--- src/rtl/sbsh_pkg.sv ---
`timescale 1ns / 1ps

package sbsh_pkg;

    typedef logic [31:0] t_word;
    typedef logic [7:0]  t_byte;
    typedef logic [4:0][31:0] t_chain;

    localparam int unsigned ROUNDS     = 80;
    localparam int unsigned CHAIN_LEN  = 5;
    localparam logic [5:0]  LEN_POS    = 6'd56;
    localparam logic [5:0]  LAST_POS   = 6'd63;
    localparam t_byte       PAD_MARK   = 8'h80;
    localparam logic [2:0]  LAST_INDEX = 3'd4;

    localparam t_chain INIT_CHAIN = '{
        32'hC3D2E1F0, 32'h10325476, 32'h98BADCFE, 32'hEFCDAB89, 32'h67452301
    };

    localparam t_word K0 = 32'h5A827999;
    localparam t_word K1 = 32'h6ED9EBA1;
    localparam t_word K2 = 32'h8F1BBCDC;
    localparam t_word K3 = 32'hCA62C1D6;

    // Control from the byte sequencer to the compression unit.
    typedef struct packed {
        logic start;
        logic init;
        logic push;
    } t_core_ctl;

endpackage

--- src/rtl/sbsh_core.sv ---
`timescale 1ns / 1ps

module sbsh_core (
    input  logic               i_clk,
    input  logic               i_rst_n,
    input  sbsh_pkg::t_core_ctl i_ctl,
    input  sbsh_pkg::t_word    i_word,
    output logic               o_done,
    output sbsh_pkg::t_chain   o_chain
);
    import sbsh_pkg::*;

    typedef enum logic [1:0] {C_IDLE, C_ROUND, C_ADD} t_cstate;

    t_cstate     r_state;
    logic [6:0]  r_rnd;
    t_word       r_w [16];
    t_word       r_a, r_b, r_c, r_d, r_e;
    t_chain      r_h;

    t_word       w_mix;
    t_word       w_next;
    t_word       w_f;
    t_word       w_k;
    t_word       w_t;

    // The sixteen-word window slides by one each round; the taps give w[t+16].
    assign w_mix  = r_w[13] ^ r_w[8] ^ r_w[2] ^ r_w[0];
    assign w_next = {w_mix[30:0], w_mix[31]};

    always_comb begin
        if (r_rnd < 7'd20) begin
            w_f = (r_b & r_c) | (~r_b & r_d);
            w_k = K0;
        end else if (r_rnd < 7'd40) begin
            w_f = r_b ^ r_c ^ r_d;
            w_k = K1;
        end else if (r_rnd < 7'd60) begin
            w_f = (r_b & r_c) | (r_b & r_d) | (r_c & r_d);
            w_k = K2;
        end else begin
            w_f = r_b ^ r_c ^ r_d;
            w_k = K3;
        end
    end

    assign w_t     = {r_a[26:0], r_a[31:27]} + w_f + r_e + w_k + r_w[0];
    assign o_done  = (r_state == C_ADD);
    assign o_chain = r_h;

    always_ff @(posedge i_clk) begin
        if (!i_rst_n) begin
            r_state <= C_IDLE;
            r_rnd   <= '0;
            r_h     <= INIT_CHAIN;
        end else begin
            unique case (r_state)
                C_IDLE: begin
                    r_rnd <= '0;
                    if (i_ctl.start) begin
                        r_state <= C_ROUND;
                    end
                end
                C_ROUND: begin
                    r_rnd <= r_rnd + 7'd1;
                    if (r_rnd == 7'(ROUNDS - 1)) begin
                        r_state <= C_ADD;
                    end
                end
                C_ADD: begin
                    r_h[0]  <= r_h[0] + r_a;
                    r_h[1]  <= r_h[1] + r_b;
                    r_h[2]  <= r_h[2] + r_c;
                    r_h[3]  <= r_h[3] + r_d;
                    r_h[4]  <= r_h[4] + r_e;
                    r_state <= C_IDLE;
                end
                default: r_state <= C_IDLE;
            endcase
            if (i_ctl.init) begin
                r_h <= INIT_CHAIN;
            end
        end
    end

    always_ff @(posedge i_clk) begin
        if (i_ctl.push || r_state == C_ROUND) begin
            for (int i = 0; i < 15; i++) begin
                r_w[i] <= r_w[i + 1];
            end
            r_w[15] <= i_ctl.push ? i_word : w_next;
        end
        if (r_state == C_IDLE && i_ctl.start) begin
            r_a <= r_h[0];
            r_b <= r_h[1];
            r_c <= r_h[2];
            r_d <= r_h[3];
            r_e <= r_h[4];
        end else if (r_state == C_ROUND) begin
            r_a <= w_t;
            r_b <= r_a;
            r_c <= {r_b[1:0], r_b[31:2]};
            r_d <= r_c;
            r_e <= r_d;
        end
    end

endmodule

--- src/rtl/sha1_byte_stream_hasher.sv ---
`timescale 1ns / 1ps

// Channel   Direction  Handshake          Payload
// input     in         i_valid / o_stall  i_data_byte, i_has_byte, i_is_last
// digest    out        o_valid / i_stall  o_digest_word, o_word_index, o_last_word
//
// A message byte is taken while the hasher is idle. When it fills the 64-byte
// block the compression unit loads its working words, runs one round per cycle
// and then updates the chain, and the input stalls meanwhile. A last word adds one
// padding byte per cycle plus one or two compressions, then five digest words.
// Reset is synchronous and returns the chain to the initial hash values.
module sha1_byte_stream_hasher (
    input  logic            i_clk,
    input  logic            i_rst_n,
    input  logic            i_valid,
    output logic            o_stall,
    input  sbsh_pkg::t_byte i_data_byte,
    input  logic            i_has_byte,
    input  logic            i_is_last,
    output logic            o_valid,
    input  logic            i_stall,
    output sbsh_pkg::t_word o_digest_word,
    output logic [2:0]      o_word_index,
    output logic            o_last_word
);
    import sbsh_pkg::*;

    typedef enum logic [1:0] {S_IDLE, S_PAD, S_COMP, S_OUT} t_state;

    t_state       r_state;
    logic [5:0]   r_pos;
    logic [63:0]  r_bits;
    logic [63:0]  r_len;
    logic [23:0]  r_acc;
    logic         r_pad_act;
    logic         r_pad_first;
    logic         r_len_go;
    logic [2:0]   r_idx;
    logic         r_start;

    logic         in_acc;
    logic         out_acc;
    logic         put_en;
    t_byte        put_byte;
    logic         len_byte;
    logic         wrap;
    logic [63:0]  bits_inc;
    t_core_ctl    core_ctl;
    logic         core_done;
    t_chain       chain;

    assign o_stall  = (r_state != S_IDLE);
    assign o_valid  = (r_state == S_OUT);
    assign in_acc   = i_valid && (r_state == S_IDLE);
    assign out_acc  = o_valid && !i_stall;
    assign bits_inc = r_bits + 64'd8;

    // Length bytes start at position 56, but only once the marker byte is out.
    assign len_byte = !r_pad_first && (r_len_go || r_pos == LEN_POS);

    always_comb begin
        put_en   = 1'b0;
        put_byte = i_data_byte;
        case (r_state)
            S_IDLE: put_en = in_acc && i_has_byte;
            S_PAD: begin
                put_en = 1'b1;
                if (r_pad_first) begin
                    put_byte = PAD_MARK;
                end else if (len_byte) begin
                    put_byte = r_len[63:56];
                end else begin
                    put_byte = '0;
                end
            end
            default: put_en = 1'b0;
        endcase
    end

    assign wrap           = put_en && (r_pos == LAST_POS);
    assign core_ctl.push  = put_en && (r_pos[1:0] == 2'b11);
    assign core_ctl.start = r_start;
    assign core_ctl.init  = out_acc && (r_idx == LAST_INDEX);

    sbsh_core u_core (
        .i_clk   (i_clk),
        .i_rst_n (i_rst_n),
        .i_ctl   (core_ctl),
        .i_word  ({r_acc, put_byte}),
        .o_done  (core_done),
        .o_chain (chain)
    );

    assign o_digest_word = chain[r_idx];
    assign o_word_index  = r_idx;
    assign o_last_word   = (r_idx == LAST_INDEX);

    always_ff @(posedge i_clk) begin
        if (!i_rst_n) begin
            r_state     <= S_IDLE;
            r_pos       <= '0;
            r_bits      <= '0;
            r_pad_act   <= 1'b0;
            r_pad_first <= 1'b0;
            r_len_go    <= 1'b0;
            r_idx       <= '0;
            r_start     <= 1'b0;
        end else begin
            // A full block always moves the sequencer into S_COMP.
            r_start <= wrap;
            if (put_en) begin
                r_pos <= r_pos + 6'd1;
            end
            unique case (r_state)
                S_IDLE: begin
                    if (in_acc) begin
                        if (i_has_byte) begin
                            r_bits <= bits_inc;
                        end
                        if (i_is_last) begin
                            r_pad_act   <= 1'b1;
                            r_pad_first <= 1'b1;
                            r_len_go    <= 1'b0;
                        end
                        if (wrap) begin
                            r_state <= S_COMP;
                        end else if (i_is_last) begin
                            r_state <= S_PAD;
                        end
                    end
                end
                S_PAD: begin
                    r_pad_first <= 1'b0;
                    if (len_byte) begin
                        r_len_go <= 1'b1;
                    end
                    if (wrap) begin
                        r_state <= S_COMP;
                    end
                end
                S_COMP: begin
                    if (core_done) begin
                        r_idx <= '0;
                        if (!r_pad_act) begin
                            r_state <= S_IDLE;
                        end else if (r_len_go) begin
                            r_state <= S_OUT;
                        end else begin
                            r_state <= S_PAD;
                        end
                    end
                end
                S_OUT: begin
                    if (out_acc) begin
                        if (r_idx == LAST_INDEX) begin
                            r_state   <= S_IDLE;
                            r_bits    <= '0;
                            r_pad_act <= 1'b0;
                            r_len_go  <= 1'b0;
                        end else begin
                            r_idx <= r_idx + 3'd1;
                        end
                    end
                end
                default: r_state <= S_IDLE;
            endcase
        end
    end

    always_ff @(posedge i_clk) begin
        if (put_en) begin
            r_acc <= {r_acc[15:0], put_byte};
        end
        if (in_acc && i_is_last) begin
            r_len <= i_has_byte ? bits_inc : r_bits;
        end else if (r_state == S_PAD && len_byte) begin
            r_len <= {r_len[55:0], 8'h00};
        end
    end

endmodule

--- config.mk ---
export PLATFORM = sky130hd
export DESIGN_NAME = sha1_byte_stream_hasher
export DESIGN_NICKNAME = d
export VERILOG_FILES = /design/src/rtl/sbsh_pkg.sv /design/src/rtl/sbsh_core.sv /design/src/rtl/sha1_byte_stream_hasher.sv
export SDC_FILE = /design/constraint.sdc
export NUM_CORES = 2
export LEC_CHECK = 0
export BUFFER_PORTS_ARGS = -buffer_cell sky130_fd_sc_hd__buf_2
export CORE_MARGIN = 5
export CORE_UTILIZATION = 35
export DETAILED_ROUTE_END_ITERATION = 12
export PLACE_DENSITY = 0.56
export SLEW_MARGIN = 20
export SYNTH_ARGS = -nofsm -noshare
export SYNTH_HDL_FRONTEND = slang
export SYNTH_SLANG_ARGS = --single-unit
--- constraint.sdc ---
create_clock -name i_clk -period 16.36 [get_ports i_clk]
set_input_delay 0.818 -clock i_clk [delete_from_list [all_inputs] [get_ports i_clk]]
set_output_delay 0.818 -clock i_clk [all_outputs]
set_load 0.01 [all_outputs]
==> insert_results.sql <==
INSERT INTO impl_metrics (metric_group, metric, value, unit) VALUES
('layout', 'post_route_cells_drive_above_1_share', '6.97', '%'),
('critical_path', 'regToRegStartpoint', 'u_core.r_rnd[4]$_SDFFE_PN0P_', ''),
('yosys', 'synthesis.yosys.warnings', '0', ''),
('global_route', 'grt_pass1_vias', '33300', ''),
('die', 'initial_utilization', '35.2', '%'),
('cts', 'cts.root.buffer_cell', 'sky130_fd_sc_hd__clkbuf_16', ''),
('sta', 'setup_total_negative_slack', '0', 'ps'),
('cts', 'cts-buffers-inserted', '105', ''),
('die', 'fp-row-count', '139', ''),
('route', 'detailroute.via_count', '34200', ''),
('power_and_ir_drop', 'swShare', '23.2', '%'),
('global_route', 'pin_count_of_the_biggest_net_entering_global_routing', '191', ''),
('critical_path', 'required', '16780', 'ps'),
('sta', 'clock-skew-final', '27.9', 'ps'),
('placed_design', 'gp_congestion', '0.908', ''),
('global_route', 'track_usage', '17.0', '%'),
('critical_path', 'data_arrival_critical_path', '7690', 'ps'),
('route', 'routed_wirelength', '132000', 'µm'),
('power_and_ir_drop', 'intPower', '4.21', 'mW'),
('sta', 'layout_min_cycle_time', '7270', 'ps'),
('layout', 'nets', '4986', ''),
('global_route', 'grt-ovfl-total', '0', ''),
('die', 'core', '144000', 'µm²'),
('cts', 'worstSkewPairLatency', '710', 'ps'),
('critical_path', 'setup.worst_path.class', 'reg2reg', ''),
('yosys', 'mappedNetlistNets', '4966', ''),
('critical_path', 'crit_path_start_kind', 'register', ''),
('layout', 'syn2layout_area_growth', '11.3', '%'),
('power_and_ir_drop', 'leakage', '20.7', 'nW'),
('critical_path', 'end_kind', 'register', ''),
('critical_path', 'critPathSlowestCell', 'sky130_fd_sc_hd__a2111oi_0', ''),
('sta', 'max-slew-margin-rel', '21.1', '%'),
('yosys', 'postSynthAreaPerCell', '11.0', 'µm²'),
('hold_path', 'timing.hold.worst.start', 'u_core.r_w[14][26]$_DFFE_PP_', ''),
('die', 'io_pins', '52', ''),
('cts', 'post_cts_hold_fix_bufs', '0', ''),
('power_and_ir_drop', 'netSwitchingPower', '1.27', 'mW'),
('sta', 'grt_setup_unrepaired', 'false', ''),
('sta', 'final.period_utilization', '44.4', '%'),
('global_route', 'first_pass_grt_wire_length', '203000', 'µm'),
('power_and_ir_drop', 'seqPwrFrac', '51.9', '%'),
('critical_path', 'cp_max_fo', '34', ''),
('cts', 'clockBufferDepth', '3', ''),
('route', 'vias_per_cell', '5.18', ''),
('placed_design', 'detailedPlace.worstSlack', '9080', 'ps'),
('critical_path', 'startpoint', 'u_core.r_rnd[4]$_SDFFE_PN0P_', ''),
('route', 'drt_pass1_iterations', '6', ''),
('placed_design', 'detailed_place_hpwl', '90800', 'µm'),
('sta', 'timing_max_transition_violations_final', '0', ''),
('yosys', 'synth.lib_cells_used.distinct', '85', ''),
('sta', 'fmax', '138', 'MHz'),
('power_and_ir_drop', 'share_comb_of_total_power', '4.9', '%'),
('cts', 'postCtsSetupBuffers', '0', ''),
('power_and_ir_drop', 'power_density', '97.2', 'nW/µm²'),
('yosys', 'post_synth_edffs', '757', ''),
('layout', 'final_area', '56400', 'µm²'),
('sta', 'post-route-worst-setup-slack', '9090', 'ps'),
('yosys', 'async_reset_ff_share', '0', '%'),
('cts', 'tritoncts_num_sinks', '1002', ''),
('power_and_ir_drop', 'share_clk_of_total_power', '43.2', '%'),
('global_route', 'number_of_antenna_violations_at_the_first_check_in_global_routing', '4', ''),
('die', 'die_w', '391', 'µm'),
('sta', 'worst_pin_slew', '1180', 'ps'),
('yosys', 'synth.cell_area', '50700', 'µm²'),
('power_and_ir_drop', 'vdd_ir_drop_max', '74.2', 'µV'),
('status', 'outcome', 'completed', ''),
('placed_design', 'io_buffers', '51', ''),
('cts', 'tritoncts', 'built', ''),
('hold_path', 'min-delay-path-class', 'reg2reg', ''),
('placed_design', 'dpl_cell_area', '53100', 'µm²'),
('yosys', 'dominantRegCellSynth', 'sky130_fd_sc_hd__edfxtp_1', '');
## power by group through the flow
stage	combinational, mW	clock (mW)	sequential [mW]
3_3_place_gp	0.272	0	2.90
6_report	0.271	2.37	2.84
5_1_grt	0.304	2.54	2.85
4_1_cts	0.276	2.43	2.85
2_1_floorplan	0.178	0	2.90
3_5_place_dp	0.275	0	2.90
## registers in the layout, summed over array words and instances (netlist names), 6 cells and up
register,flops
r_acc,24
r_len,61
u_core.r_b,32
u_core.o_chain,160
u_core.r_rnd,7
r_pos,6
u_core.r_a,32
u_core.r_c,32
u_core.r_d,32
r_bits,61
u_core.r_w,512
u_core.r_e,32
## worst max-delay path: cells and delay by family, from the launching register on
kind	cells	cell delay, ps
AND/OR/NAND/NOR	4	730
adder cells (fa/ha/maj)	5	2060
AO/OA/AOI/OAI	10	2760
buffers and inverters	6	910
flip-flops	1	380
XOR/XNOR	1	160
## worst paths after layout
| check | end | slack, ps | cells after the start |
|---|---|---|---|
| max | u_core.r_a[29]$_DFFE_PP_ | 9090 | 26 |
| min | u_core.r_w[13][26]$_DFFE_PP_ | 400 | 0 |
| max reg2reg | u_core.r_a[29]$_DFFE_PP_ | 9090 | 26 |
| min reg2reg | u_core.r_w[13][26]$_DFFE_PP_ | 400 | 0 |
## synthesized netlist by cell type, types with 15 or more instances
master	instances	area (µm²)
sky130_fd_sc_hd__nand2_1	770	2890
sky130_fd_sc_hd__edfxtp_1	757	22700
sky130_fd_sc_hd__o21ai_0	324	1620
sky130_fd_sc_hd__a21oi_1	308	1540
sky130_fd_sc_hd__nor2_1	302	1130
sky130_fd_sc_hd__inv_1	255	957
sky130_fd_sc_hd__dfxtp_1	245	4900
sky130_fd_sc_hd__ha_1	230	2880
sky130_fd_sc_hd__xnor2_1	220	1930
sky130_fd_sc_hd__clkbuf_1	153	574
sky130_fd_sc_hd__fa_1	124	2480
sky130_fd_sc_hd__xor2_1	95	832
sky130_fd_sc_hd__a21o_1	76	571
sky130_fd_sc_hd__nand3_1	74	370
sky130_fd_sc_hd__nor2b_1	57	357
sky130_fd_sc_hd__o211ai_1	50	375
sky130_fd_sc_hd__nor3_1	49	245
sky130_fd_sc_hd__or3_1	40	250
sky130_fd_sc_hd__and3_1	34	213
sky130_fd_sc_hd__nand2b_1	34	213
sky130_fd_sc_hd__a211oi_1	32	240
sky130_fd_sc_hd__mux4_2	32	721
sky130_fd_sc_hd__a31oi_1	31	194
sky130_fd_sc_hd__nand4_1	28	175
sky130_fd_sc_hd__o21a_1	23	173
sky130_fd_sc_hd__o21bai_1	22	165
sky130_fd_sc_hd__o32ai_1	20	175
sky130_fd_sc_hd__buf_1	15	56.3
## per-stage QoR
step                power, mW  hold slack, ps  instances  util, %
finish                   5.48             397       6611     39.2
global route             5.70             417       6610     39.2
CTS                      5.55             406       6610     39.2
detailed placement       3.18             405       6414     36.9
global placement         3.17             400       6414     36.9
floorplan                3.08             400       4598        -
## cells in the final DEF (no fill, tap or decap), drive strengths merged, types with 37 or more instances in the layout
master / count
a21o: 76
a21oi: 308
buf: 88
clkbuf: 146
clkinv: 37
dfxtp: 245
edfxtp: 757
fa: 124
ha: 230
inv: 260
nand2: 772
nand3: 74
nor2: 303
nor2b: 57
nor3: 51
o211ai: 50
o21ai: 330
or3: 40
xnor2: 220
xor2: 95
## cell families after synthesis
kind of cell	Yosys count	synth area share, %
and+or+nand+nor	1452	12.6
DFF	1002	54.5
AOI/OAI and AO/OA	994	11.9
buffers and inverters	433	3.23
adders and majority gates	354	10.6
xor gates and xnor gates	315	5.44
muxes	48	1.75
## layout make-up
class / instances / area, µm²
repair buffers: 88 / 558
well taps: 1903 / 2380
fillers: 13700 / 87400
clock inverters: 50 / 457
diodes: 1 / 2.50
inverters: 258 / 968
clock buffers: 146 / 2900
flip-flops and latches: 1002 / 27600
multi-input cells: 3163 / 21500
## per-layer routing
layer,up-vias,track usage (%),routed length [µm]
li1,16400,-,-
met1,16800,23.8,60800
met2,819,27.7,61100
met3,210,2.55,6120
met4,4,4.77,3820
met5,-,0,21
Power figures use the tool's default switching activity.
